### src/cwwps_pkg.sv
// Types, codes and shared arithmetic for the circle warp wipe pixel selector.
package cwwps_pkg;

    // Register and field widths
    localparam int DIM_W   = 13;
    localparam int PROG_W  = 16;
    localparam int COORD_W = 12;
    localparam int CFG_W   = 16;
    localparam int ROOT_W  = 13;
    localparam int REM_W   = 14;
    localparam int RAD2_W  = 26;

    localparam int COORD_RANGE_DEFAULT = 4096;

    // Configuration register indexes
    localparam logic [1:0] CFG_SCREEN_WIDTH  = 2'd0;
    localparam logic [1:0] CFG_SCREEN_HEIGHT = 2'd1;
    localparam logic [1:0] CFG_PROGRESS      = 2'd2;
    localparam logic [1:0] CFG_PROGRESS_MAX  = 2'd3;

    // Source picture codes
    localparam logic [1:0] SRC_START = 2'd0;
    localparam logic [1:0] SRC_END   = 2'd1;
    localparam logic [1:0] SRC_KEEP  = 2'd2;

    typedef struct packed {
        logic [COORD_W-1:0] column;
        logic [COORD_W-1:0] row;
    } pixel_t;

    typedef struct packed {
        logic [1:0]         source;
        logic [COORD_W-1:0] source_column;
    } result_t;

    typedef struct packed {
        logic [REM_W-1:0]  rem;
        logic [ROOT_W-1:0] root;
    } root_state_t;

    // One digit of an exact square root: bring down two bits, try the next root bit
    function automatic root_state_t sqrt_step(input root_state_t cur, input logic [1:0] pair);
        logic [REM_W+1:0] trial_rem;
        logic [REM_W+1:0] trial_sub;
        root_state_t      nxt;
        trial_rem = {cur.rem, pair};
        trial_sub = {1'b0, cur.root, 2'b01};
        if (trial_rem >= trial_sub)
        begin
            nxt.rem  = REM_W'(trial_rem - trial_sub);
            nxt.root = {cur.root[ROOT_W-2:0], 1'b1};
        end
        else
        begin
            nxt.rem  = trial_rem[REM_W-1:0];
            nxt.root = {cur.root[ROOT_W-2:0], 1'b0};
        end
        return nxt;
    endfunction

endpackage

### src/circle_warp_wipe_pixel_select.sv
// Top level of the circle warp wipe pixel selector: radius sequencer and pixel pipeline.
//
// Takes one pixel beat per clock while pix_stall is low and returns one result beat per
// pixel. Each pixel passes through a 19-stage pipeline: capture, row distance, its square,
// chord squared, 13 square root stages that resolve one root bit each, rounding and run
// select. After reset and after every configuration write a sequencer rebuilds the circle
// radius (centre, exact square root of the corner distance, multiply and 29-step restoring
// divide); pixel input is stalled while it runs. Write configuration only while no pixel is
// in flight.
module circle_warp_wipe_pixel_select
    import cwwps_pkg::*;
#(
    parameter int COORD_RANGE = COORD_RANGE_DEFAULT
)
(
    input  logic               clk,
    input  logic               rst_n,
    input  logic               cfg_write,
    input  logic [1:0]         cfg_index,
    input  logic [CFG_W-1:0]   cfg_data,
    input  logic               pix_valid,
    output logic               pix_stall,
    input  pixel_t             pix,
    output logic               res_valid,
    input  logic               res_stall,
    output result_t            res
);

    localparam int           SQ_STAGES = ROOT_W;
    localparam int           DIV_STEPS = PROG_W + ROOT_W;
    localparam logic [16:0]  RANGE_LIM = 17'(COORD_RANGE);

    localparam logic [2:0] ST_IDLE   = 3'd0;
    localparam logic [2:0] ST_CENTRE = 3'd1;
    localparam logic [2:0] ST_SUMA   = 3'd2;
    localparam logic [2:0] ST_SUMB   = 3'd3;
    localparam logic [2:0] ST_ROOT   = 3'd4;
    localparam logic [2:0] ST_MUL    = 3'd5;
    localparam logic [2:0] ST_DIV    = 3'd6;
    localparam logic [2:0] ST_RSQ    = 3'd7;

    typedef struct packed {
        logic               skip;
        logic [COORD_W-1:0] column;
        logic [RAD2_W-1:0]  x;
        root_state_t        rs;
    } sq_stage_t;

    // Configuration registers
    logic [DIM_W-1:0]  width_reg, height_reg;
    logic [PROG_W-1:0] progress_reg, progress_max_reg;

    // Derived geometry
    logic [COORD_W-1:0] cx_reg, cy_reg;
    logic [DIM_W-1:0]   h_reg;
    logic [RAD2_W-1:0]  rsq_reg;

    // Sequencer
    logic [2:0]            state_reg;
    logic [4:0]            cnt_reg;
    logic [RAD2_W-1:0]     acc_reg;
    root_state_t           seq_rs_reg;
    logic [DIV_STEPS-1:0]  num_reg;
    logic [PROG_W:0]       drem_reg;
    logic                  busy;

    logic [DIM_W-1:0]  w_sat, h_sat;
    logic [PROG_W-1:0] div_d, div_c;
    logic [PROG_W:0]   div_t;
    logic              div_bit;
    root_state_t       seq_rs_next;

    always_comb
    begin
        w_sat = ({4'b0, width_reg} > RANGE_LIM) ? RANGE_LIM[DIM_W-1:0] : width_reg;
        h_sat = ({4'b0, height_reg} > RANGE_LIM) ? RANGE_LIM[DIM_W-1:0] : height_reg;
        div_d = (progress_max_reg == '0) ? PROG_W'(1) : progress_max_reg;
        div_c = (progress_reg > div_d) ? div_d : progress_reg;
        div_t = {drem_reg[PROG_W-1:0], num_reg[DIV_STEPS-1]};
        div_bit = (div_t >= {1'b0, div_d});
        seq_rs_next = sqrt_step(seq_rs_reg, acc_reg[RAD2_W-1:RAD2_W-2]);
        busy = (state_reg != ST_IDLE);
    end

    // Hold configuration; any write restarts the radius sequencer
    always_ff @(posedge clk or negedge rst_n)
    begin
        if (!rst_n)
        begin
            width_reg        <= DIM_W'(640);
            height_reg       <= DIM_W'(480);
            progress_reg     <= '0;
            progress_max_reg <= PROG_W'(1);
            state_reg        <= ST_CENTRE;
            cnt_reg          <= '0;
        end
        else if (cfg_write)
        begin
            unique case (cfg_index)
                CFG_SCREEN_WIDTH:  width_reg        <= cfg_data[DIM_W-1:0];
                CFG_SCREEN_HEIGHT: height_reg       <= cfg_data[DIM_W-1:0];
                CFG_PROGRESS:      progress_reg     <= cfg_data;
                CFG_PROGRESS_MAX:  progress_max_reg <= cfg_data;
                default:           ;
            endcase
            state_reg <= ST_CENTRE;
            cnt_reg   <= '0;
        end
        else
        begin
            unique case (state_reg)
                ST_IDLE:   state_reg <= ST_IDLE;
                ST_CENTRE: state_reg <= ST_SUMA;
                ST_SUMA:   state_reg <= ST_SUMB;
                ST_SUMB:
                begin
                    state_reg <= ST_ROOT;
                    cnt_reg   <= '0;
                end
                ST_ROOT:
                begin
                    if (cnt_reg == 5'(SQ_STAGES - 1))
                    begin
                        state_reg <= ST_MUL;
                        cnt_reg   <= '0;
                    end
                    else
                    begin
                        cnt_reg <= cnt_reg + 5'd1;
                    end
                end
                ST_MUL:
                begin
                    state_reg <= ST_DIV;
                    cnt_reg   <= '0;
                end
                ST_DIV:
                begin
                    if (cnt_reg == 5'(DIV_STEPS - 1))
                    begin
                        state_reg <= ST_RSQ;
                    end
                    else
                    begin
                        cnt_reg <= cnt_reg + 5'd1;
                    end
                end
                ST_RSQ:    state_reg <= ST_IDLE;
                default:   state_reg <= ST_IDLE;
            endcase
        end
    end

    // Sequencer datapath: centre, corner distance root, radius divide, radius squared
    always_ff @(posedge clk)
    begin
        unique case (state_reg)
            ST_CENTRE:
            begin
                cx_reg <= w_sat[DIM_W-1:1];
                cy_reg <= h_sat[DIM_W-1:1];
                h_reg  <= h_sat;
            end
            ST_SUMA:
            begin
                acc_reg <= RAD2_W'(cx_reg * cx_reg);
            end
            ST_SUMB:
            begin
                acc_reg    <= acc_reg + RAD2_W'(cy_reg * cy_reg);
                seq_rs_reg <= '0;
            end
            ST_ROOT:
            begin
                seq_rs_reg <= seq_rs_next;
                acc_reg    <= {acc_reg[RAD2_W-3:0], 2'b00};
            end
            ST_MUL:
            begin
                num_reg  <= DIV_STEPS'(div_c * (seq_rs_reg.root + ROOT_W'(1)));
                drem_reg <= '0;
            end
            ST_DIV:
            begin
                drem_reg <= div_bit ? (div_t - {1'b0, div_d}) : div_t;
                num_reg  <= {num_reg[DIV_STEPS-2:0], div_bit};
            end
            ST_RSQ:
            begin
                rsq_reg <= RAD2_W'(num_reg[ROOT_W-1:0] * num_reg[ROOT_W-1:0]);
            end
            default: ;
        endcase
    end

    // Pixel pipeline registers
    logic                a_v_reg, b_v_reg, c_v_reg, e_v_reg, f_v_reg;
    pixel_t              a_reg;
    logic                b_skip_reg, c_skip_reg, e_skip_reg;
    logic [COORD_W-1:0]  b_col_reg, c_col_reg, e_col_reg;
    logic [COORD_W-1:0]  b_dy_reg;
    logic [2*COORD_W-1:0] c_yy_reg;
    logic [COORD_W-1:0]  e_hw_reg;
    result_t             f_reg;
    logic                sq_v_reg [0:SQ_STAGES];
    sq_stage_t           sq_reg   [0:SQ_STAGES];

    logic adv_a, adv_b, adv_c, adv_e, adv_f;
    logic adv_sq [0:SQ_STAGES];

    // Advance a stage when it is empty or its successor advances
    always_comb
    begin
        adv_f = !f_v_reg || !res_stall;
        adv_e = !e_v_reg || adv_f;
        adv_sq[SQ_STAGES] = !sq_v_reg[SQ_STAGES] || adv_e;
        for (int i = SQ_STAGES - 1; i >= 0; i--)
        begin
            adv_sq[i] = !sq_v_reg[i] || adv_sq[i+1];
        end
        adv_c = !c_v_reg || adv_sq[0];
        adv_b = !b_v_reg || adv_c;
        adv_a = !a_v_reg || adv_b;
    end

    assign pix_stall = busy || !adv_a;

    // Valid bits travel with the data
    always_ff @(posedge clk or negedge rst_n)
    begin
        if (!rst_n)
        begin
            a_v_reg <= 1'b0;
            b_v_reg <= 1'b0;
            c_v_reg <= 1'b0;
            e_v_reg <= 1'b0;
            f_v_reg <= 1'b0;
            for (int i = 0; i <= SQ_STAGES; i++)
            begin
                sq_v_reg[i] <= 1'b0;
            end
        end
        else
        begin
            if (adv_a) a_v_reg <= pix_valid && !busy;
            if (adv_b) b_v_reg <= a_v_reg;
            if (adv_c) c_v_reg <= b_v_reg;
            if (adv_sq[0]) sq_v_reg[0] <= c_v_reg;
            for (int i = 1; i <= SQ_STAGES; i++)
            begin
                if (adv_sq[i]) sq_v_reg[i] <= sq_v_reg[i-1];
            end
            if (adv_e) e_v_reg <= sq_v_reg[SQ_STAGES];
            if (adv_f) f_v_reg <= e_v_reg;
        end
    end

    // Front stages: capture, row distance, its square, chord squared
    always_ff @(posedge clk)
    begin
        if (adv_a)
        begin
            a_reg <= pix;
        end
        if (adv_b)
        begin
            b_skip_reg <= ({1'b0, a_reg.row} >= h_reg) ||
                          ({1'b0, a_reg.column} >= {cx_reg, 1'b0});
            b_col_reg  <= a_reg.column;
            b_dy_reg   <= (a_reg.row >= cy_reg) ? (a_reg.row - cy_reg) : (cy_reg - a_reg.row);
        end
        if (adv_c)
        begin
            c_skip_reg <= b_skip_reg;
            c_col_reg  <= b_col_reg;
            c_yy_reg   <= b_dy_reg * b_dy_reg;
        end
        if (adv_sq[0])
        begin
            sq_reg[0].skip   <= c_skip_reg;
            sq_reg[0].column <= c_col_reg;
            sq_reg[0].x      <= (rsq_reg > RAD2_W'(c_yy_reg)) ?
                                (rsq_reg - RAD2_W'(c_yy_reg)) : '0;
            sq_reg[0].rs     <= '0;
        end
    end

    // Square root stages: one root bit each
    for (genvar g = 1; g <= SQ_STAGES; g++)
    begin : g_sqrt
        always_ff @(posedge clk)
        begin
            if (adv_sq[g])
            begin
                sq_reg[g].skip   <= sq_reg[g-1].skip;
                sq_reg[g].column <= sq_reg[g-1].column;
                sq_reg[g].x      <= {sq_reg[g-1].x[RAD2_W-3:0], 2'b00};
                sq_reg[g].rs     <= sqrt_step(sq_reg[g-1].rs,
                                              sq_reg[g-1].x[RAD2_W-1:RAD2_W-2]);
            end
        end
    end

    // Round the half-width, clamp to the centre column, then pick the run
    logic [ROOT_W:0]     hw_round;
    logic [COORD_W-1:0]  left_end;
    logic [COORD_W:0]    right_start;
    logic [COORD_W-1:0]  hw_twice;

    always_comb
    begin
        hw_round = {1'b0, sq_reg[SQ_STAGES].rs.root} +
                   ((sq_reg[SQ_STAGES].rs.rem > {1'b0, sq_reg[SQ_STAGES].rs.root}) ?
                    (ROOT_W+1)'(1) : '0);
        left_end    = cx_reg - e_hw_reg;
        right_start = {1'b0, cx_reg} + {1'b0, e_hw_reg};
        hw_twice    = {e_hw_reg[COORD_W-2:0], 1'b0};
    end

    always_ff @(posedge clk)
    begin
        if (adv_e)
        begin
            e_skip_reg <= sq_reg[SQ_STAGES].skip;
            e_col_reg  <= sq_reg[SQ_STAGES].column;
            e_hw_reg   <= (hw_round > {2'b0, cx_reg}) ? cx_reg : hw_round[COORD_W-1:0];
        end
        if (adv_f)
        begin
            priority if (e_skip_reg)
            begin
                f_reg.source        <= SRC_KEEP;
                f_reg.source_column <= '0;
            end
            else if (e_col_reg < left_end)
            begin
                f_reg.source        <= SRC_START;
                f_reg.source_column <= e_col_reg;
            end
            else if ({1'b0, e_col_reg} < right_start)
            begin
                f_reg.source        <= SRC_END;
                f_reg.source_column <= e_col_reg - left_end;
            end
            else
            begin
                f_reg.source        <= SRC_START;
                f_reg.source_column <= e_col_reg - hw_twice;
            end
        end
    end

    assign res_valid = f_v_reg;
    assign res       = f_reg;

endmodule

### config.mk
export PLATFORM = sky130hd
export DESIGN_NAME = circle_warp_wipe_pixel_select
export DESIGN_NICKNAME = d
export VERILOG_FILES = /design/src/cwwps_pkg.sv /design/src/circle_warp_wipe_pixel_select.sv
export SDC_FILE = /design/constraint.sdc
export NUM_CORES = 2
export LEC_CHECK = 0
export BUFFER_PORTS_ARGS = -buffer_cell sky130_fd_sc_hd__buf_2
export CAP_MARGIN = 40
export CORE_ASPECT_RATIO = 0.7
export CORE_UTILIZATION = 35
export CTS_BUF_LIST = sky130_fd_sc_hd__clkbuf_8
export DETAILED_ROUTE_END_ITERATION = 8
export PLACE_DENSITY = 0.6
export SYNTH_ARGS = -nofsm -noshare
export SYNTH_HDL_FRONTEND = slang
export SYNTH_SLANG_ARGS = --single-unit
### constraint.sdc
create_clock -name clk -period 24.3 [get_ports clk]
set_input_delay 6.075 -clock clk [delete_from_list [all_inputs] [get_ports clk]]
set_output_delay 6.075 -clock clk [all_outputs]
set_load 0.02 [all_outputs]
== Yosys cells after proc, flatten, opt, wreduce, memory -nomap -nowiden ==
Memories as Yosys holds them, arrays and structs flattened.
Cells that the tools add are included.
W data, S select, Z words.
Word-level totals
  register bits after elaboration: 359
  bits in writable memories: 924
  input port bits: 47
  output and inout bits: 16
  word-level logic and storage cells: 258
  memories kept: 1
Memories
  sq_reg: words 14, width 66, read ports 14, clocked after Yosys merged registers in 0, wr ports 14, line circle_warp_wipe_pixel_select.sv:206  | sq_stage_t sq_reg [0:SQ_STAGES];
Cells by class
  add/subtract/negate cells: 26
  $mul: 5
  magnitude comparators: 26
  equal/unequal tests: 15
  multiplexer cells: 76
  reduce and logical (&&, ||, !) cells: 61
Operators by type and width (count)
  $mux W27: 27
  $ge A16 B15 Y1: 14
  $sub A14 B14 Y14: 14
  $pmux W26 S3: 1
  $mul A12 B12 Y24: 3
  $sub A12 B12 Y12: 5
  $pmux W29 S2: 1
  $pmux W27 S2: 1
  $mux W16: 3
  $mux W12: 3
  $pmux W16 S2: 1
  $mul A16 B14 Y29: 1
  $mux W1: 29
  $add A26 B24 Y26: 1
  $ge A12 B13 Y1: 2
  $gt A13 B13 Y1 const B: 2
  $gt A26 B24 Y1: 1
  $mul A13 B13 Y26: 1
  $mux W26: 1
  $sub A26 B24 Y26: 1
  $logic_not A1 Y1: 22
  $logic_or A1 B1 Y1: 21
  $pmux W3 S7: 1
  $ge A17 B16 Y1: 1
  other kinds (32): 52

== Longest topological paths before layout ==
  word-level depth: 22
  depth in mapped cells: 35
  depth with buffers taken out: 33

== Worst setup path after synthesis ==
No wires, ideal clock.
  kind: input -> output
  start point: in res_stall
  end point: out pix_stall
  arrival: 9.620 ns
  data required time: 18.225 ns
  setup slack: 8.605 ns
  stages on the path: 10
  path buffers: 0
  cells stage by stage: and3_1 inv_1 nor2_1 and2_1 inv_1 nor3_1 and3_1 and3_1 nand3_1 nand2_1
RTL lines
  from (decl): line circle_warp_wipe_pixel_select.sv:25  | input logic res_stall,
  to (decl): line circle_warp_wipe_pixel_select.sv:22  | output logic pix_stall,

==> qor.csv <==
metric,value,unit
status,completed,
area delta synth->final,10.2,%
vias,44151,
layout cell share with drive strength beyond 1,0.0775,
All-Layer GR Usage,0.152,
max cap viols,0,
post_cts resized,0,
critical path class,in -> out,
GR Overflow Total,0,
ys flop type,edfxtp_1,
CTS tree,built,
I/O pins,63,
CP Capture Type,primary output,
number of hold-repair buffers added at the cts stage,0,
DR pass1 iterations,6,
first-pass GRT wire length,244,mm
Nets,7528,
"Distinct cells, synth",82,
"Warnings, synthesis",0,
Slew HR,0.368,
CTS Root Cell,clkbuf_8,
Register Area,29000,µm²
period utilization,0.634,
sequential share of the synthesized area,0.420,
final WL,148,mm
initial core utilization,0.352,
worst-margin pin slew,925,ps
TNS Setup,0,ps
GPL Wtd Cong,0.874,
Post-Synthesis Cells,6148,
core area,196000,µm²
drt via density,4.87,
Num CTS Buffers,156,
CP Data Arrival Time,9340,ps
Post-Syn Nets,7367,
RSZ-0062 raised after global routing,no,
"Slew Viols, Final",0,
hold path endpoint,sq_reg[0][323],
hold path start,sq_reg[0][257],
drt drc,0,
Worst R2R Setup Slack,14800,ps
"Clk Latency, worst-skew pair",920,ps
vias in the first global route,45268,
R2R depth,32,
area of the multi-input gates,36400,µm²
antenna violations before repair,13,
"Hold Vio Cnt, Final",0,
postcts setup bufs,0,
"Async S/R FF share, synth",0.0858,
reg2reg end,num_reg[28],
mapped cell area,69100,µm²
die footprint,199000,µm²
max reg flops,623,
Max H-tree Level,4,
Filler Cells Inserted,18853,
final worst path period need,15410,ps
Worst-path clk slew,70,ps
reg2reg start,progress_max_reg[1],
Worst Hold Class,reg -> reg,
Worst setup SP type,input pin,
routed len/inst,16.4,µm
setup violators final,0,
clock skew,69.5,ps
worst hold path depth,0,
number of nets with antenna violations after routing,0,
Max Root-Sink Buffers,3,
Post-synth EDFFs,895,
Die Ht,374,µm
CP Launch Point,res_stall,
pin count of the biggest net entering global routing,54,
dpl hpwl,116,mm
worst endpoint required time,18220,ps
row count,136,
Achievable Freq,0.0649,GHz
number of port buffers,62,
CTS Sinks,979,
Mean Syn Cell Area,11.2,µm²
die width,533,µm
Max Fanout on Critical Path,45,
Initial DRC Count,2973,
"flops & latches, synth",979,
-- metrics by stage --
stage | hold slack (ps) | area (µm²) | util | setup WS [ps] | std cells
2_1_floorplan | 400 | 69100 | - | 8610 | 6148
3_3_place_gp | 400 | 72600 | 0.370 | 8830 | 8752
3_5_place_dp | 405 | 72900 | 0.371 | 8890 | 8773
4_1_cts | 350 | 76100 | 0.388 | 8880 | 9061
5_1_grt | 346 | 76100 | 0.388 | 8640 | 9068
6_report | 357 | 76100 | 0.388 | 8890 | 9072
-- Yosys cell counts, types with 85 or more instances --
library cell | instances | area, µm²
edfxtp_1 | 895 | 26900
inv_1 | 871 | 3270
ha_1 | 648 | 8110
nor2_1 | 543 | 2040
fa_1 | 524 | 10500
nand2_1 | 414 | 1550
a21oi_1 | 312 | 1560
xnor2_1 | 220 | 1930
o21ai_0 | 195 | 976
xor2_1 | 127 | 1110
and2_1 | 121 | 757
clkbuf_1 | 107 | 402
nor2b_1 | 92 | 576
a21o_1 | 90 | 676
nor3_1 | 86 | 430
mux2_2 | 85 | 957
-- critical path, cell delays in order --
cell	delay (ps)
buf_2	90
and3_1	240
inv_1	90
nor2_1	240
and2_1	260
clkinv_1	80
buf_4	290
nor3_1	640
and3_1	330
and3_1	260
nand3_2	90
buf_4	250
nand2_1	180
buf_2	190
-- layout make-up --
| type | instances | area share |
|---|---|---|
| Multi-Input combinational cell | 4167 | 0.478 |
| Sequential cell | 979 | 0.381 |
| Inverter | 885 | 0.0437 |
| Tap cell | 2622 | 0.0431 |
| Clock buffer | 160 | 0.0289 |
| Clock inverter | 128 | 0.0128 |
| Timing Repair Buffer | 120 | 0.0116 |
| Antenna cell | 11 | 0.000362 |
-- kinds of logic (layout without fill, tap and decap cells) --
| group | count (synthesis) | in the layout | share of synthesized area |
|---|---|---|---|
| compound gates | 927 | 927 | 0.0849 |
| xor+xnor | 347 | 347 | 0.0440 |
| fa+ha+maj | 1172 | 1172 | 0.269 |
| buf+inv | 1002 | 1293 | 0.0547 |
| flops | 979 | 979 | 0.420 |
| mux | 119 | 119 | 0.0188 |
| other cells | 1 | 12 | 0.0000543 |
| simple gates | 1601 | 1601 | 0.108 |
-- cell usage in the layout (no fill, tap or decap), types with 92 or more instances in the layout --
cell        n
nor2b_1    92
xnor2_1   215
ha_1      648
nand2_1   410
a21oi_1   312
inv_1     912
clkbuf_8  160
edfxtp_1  895
fa_1      524
xor2_1    127
nor2_1    541
and2_1    120
o21ai_0   194
-- routing by layer --
metal	wire, µm	vias up	global-route usage
li1	-	21344	-
met4	2810	0	0.0425
met2	63900	987	0.230
met3	7500	202	0.0254
met5	0	-	0
met1	74200	21618	0.223
-- worst max-delay path by stage --
stage                endpoint  slack, ps  cells past startpoint
floorplan           pix_stall       8610                     10
global placement    pix_stall       8830                     14
detailed placement  pix_stall       8890                     14
CTS                 pix_stall       8880                     14
global route        pix_stall       8640                     14
finish              pix_stall       8890                     14
Power is not shown: default switching activity piles up to over one toggle a cycle in this logic, so the estimate is an artifact.
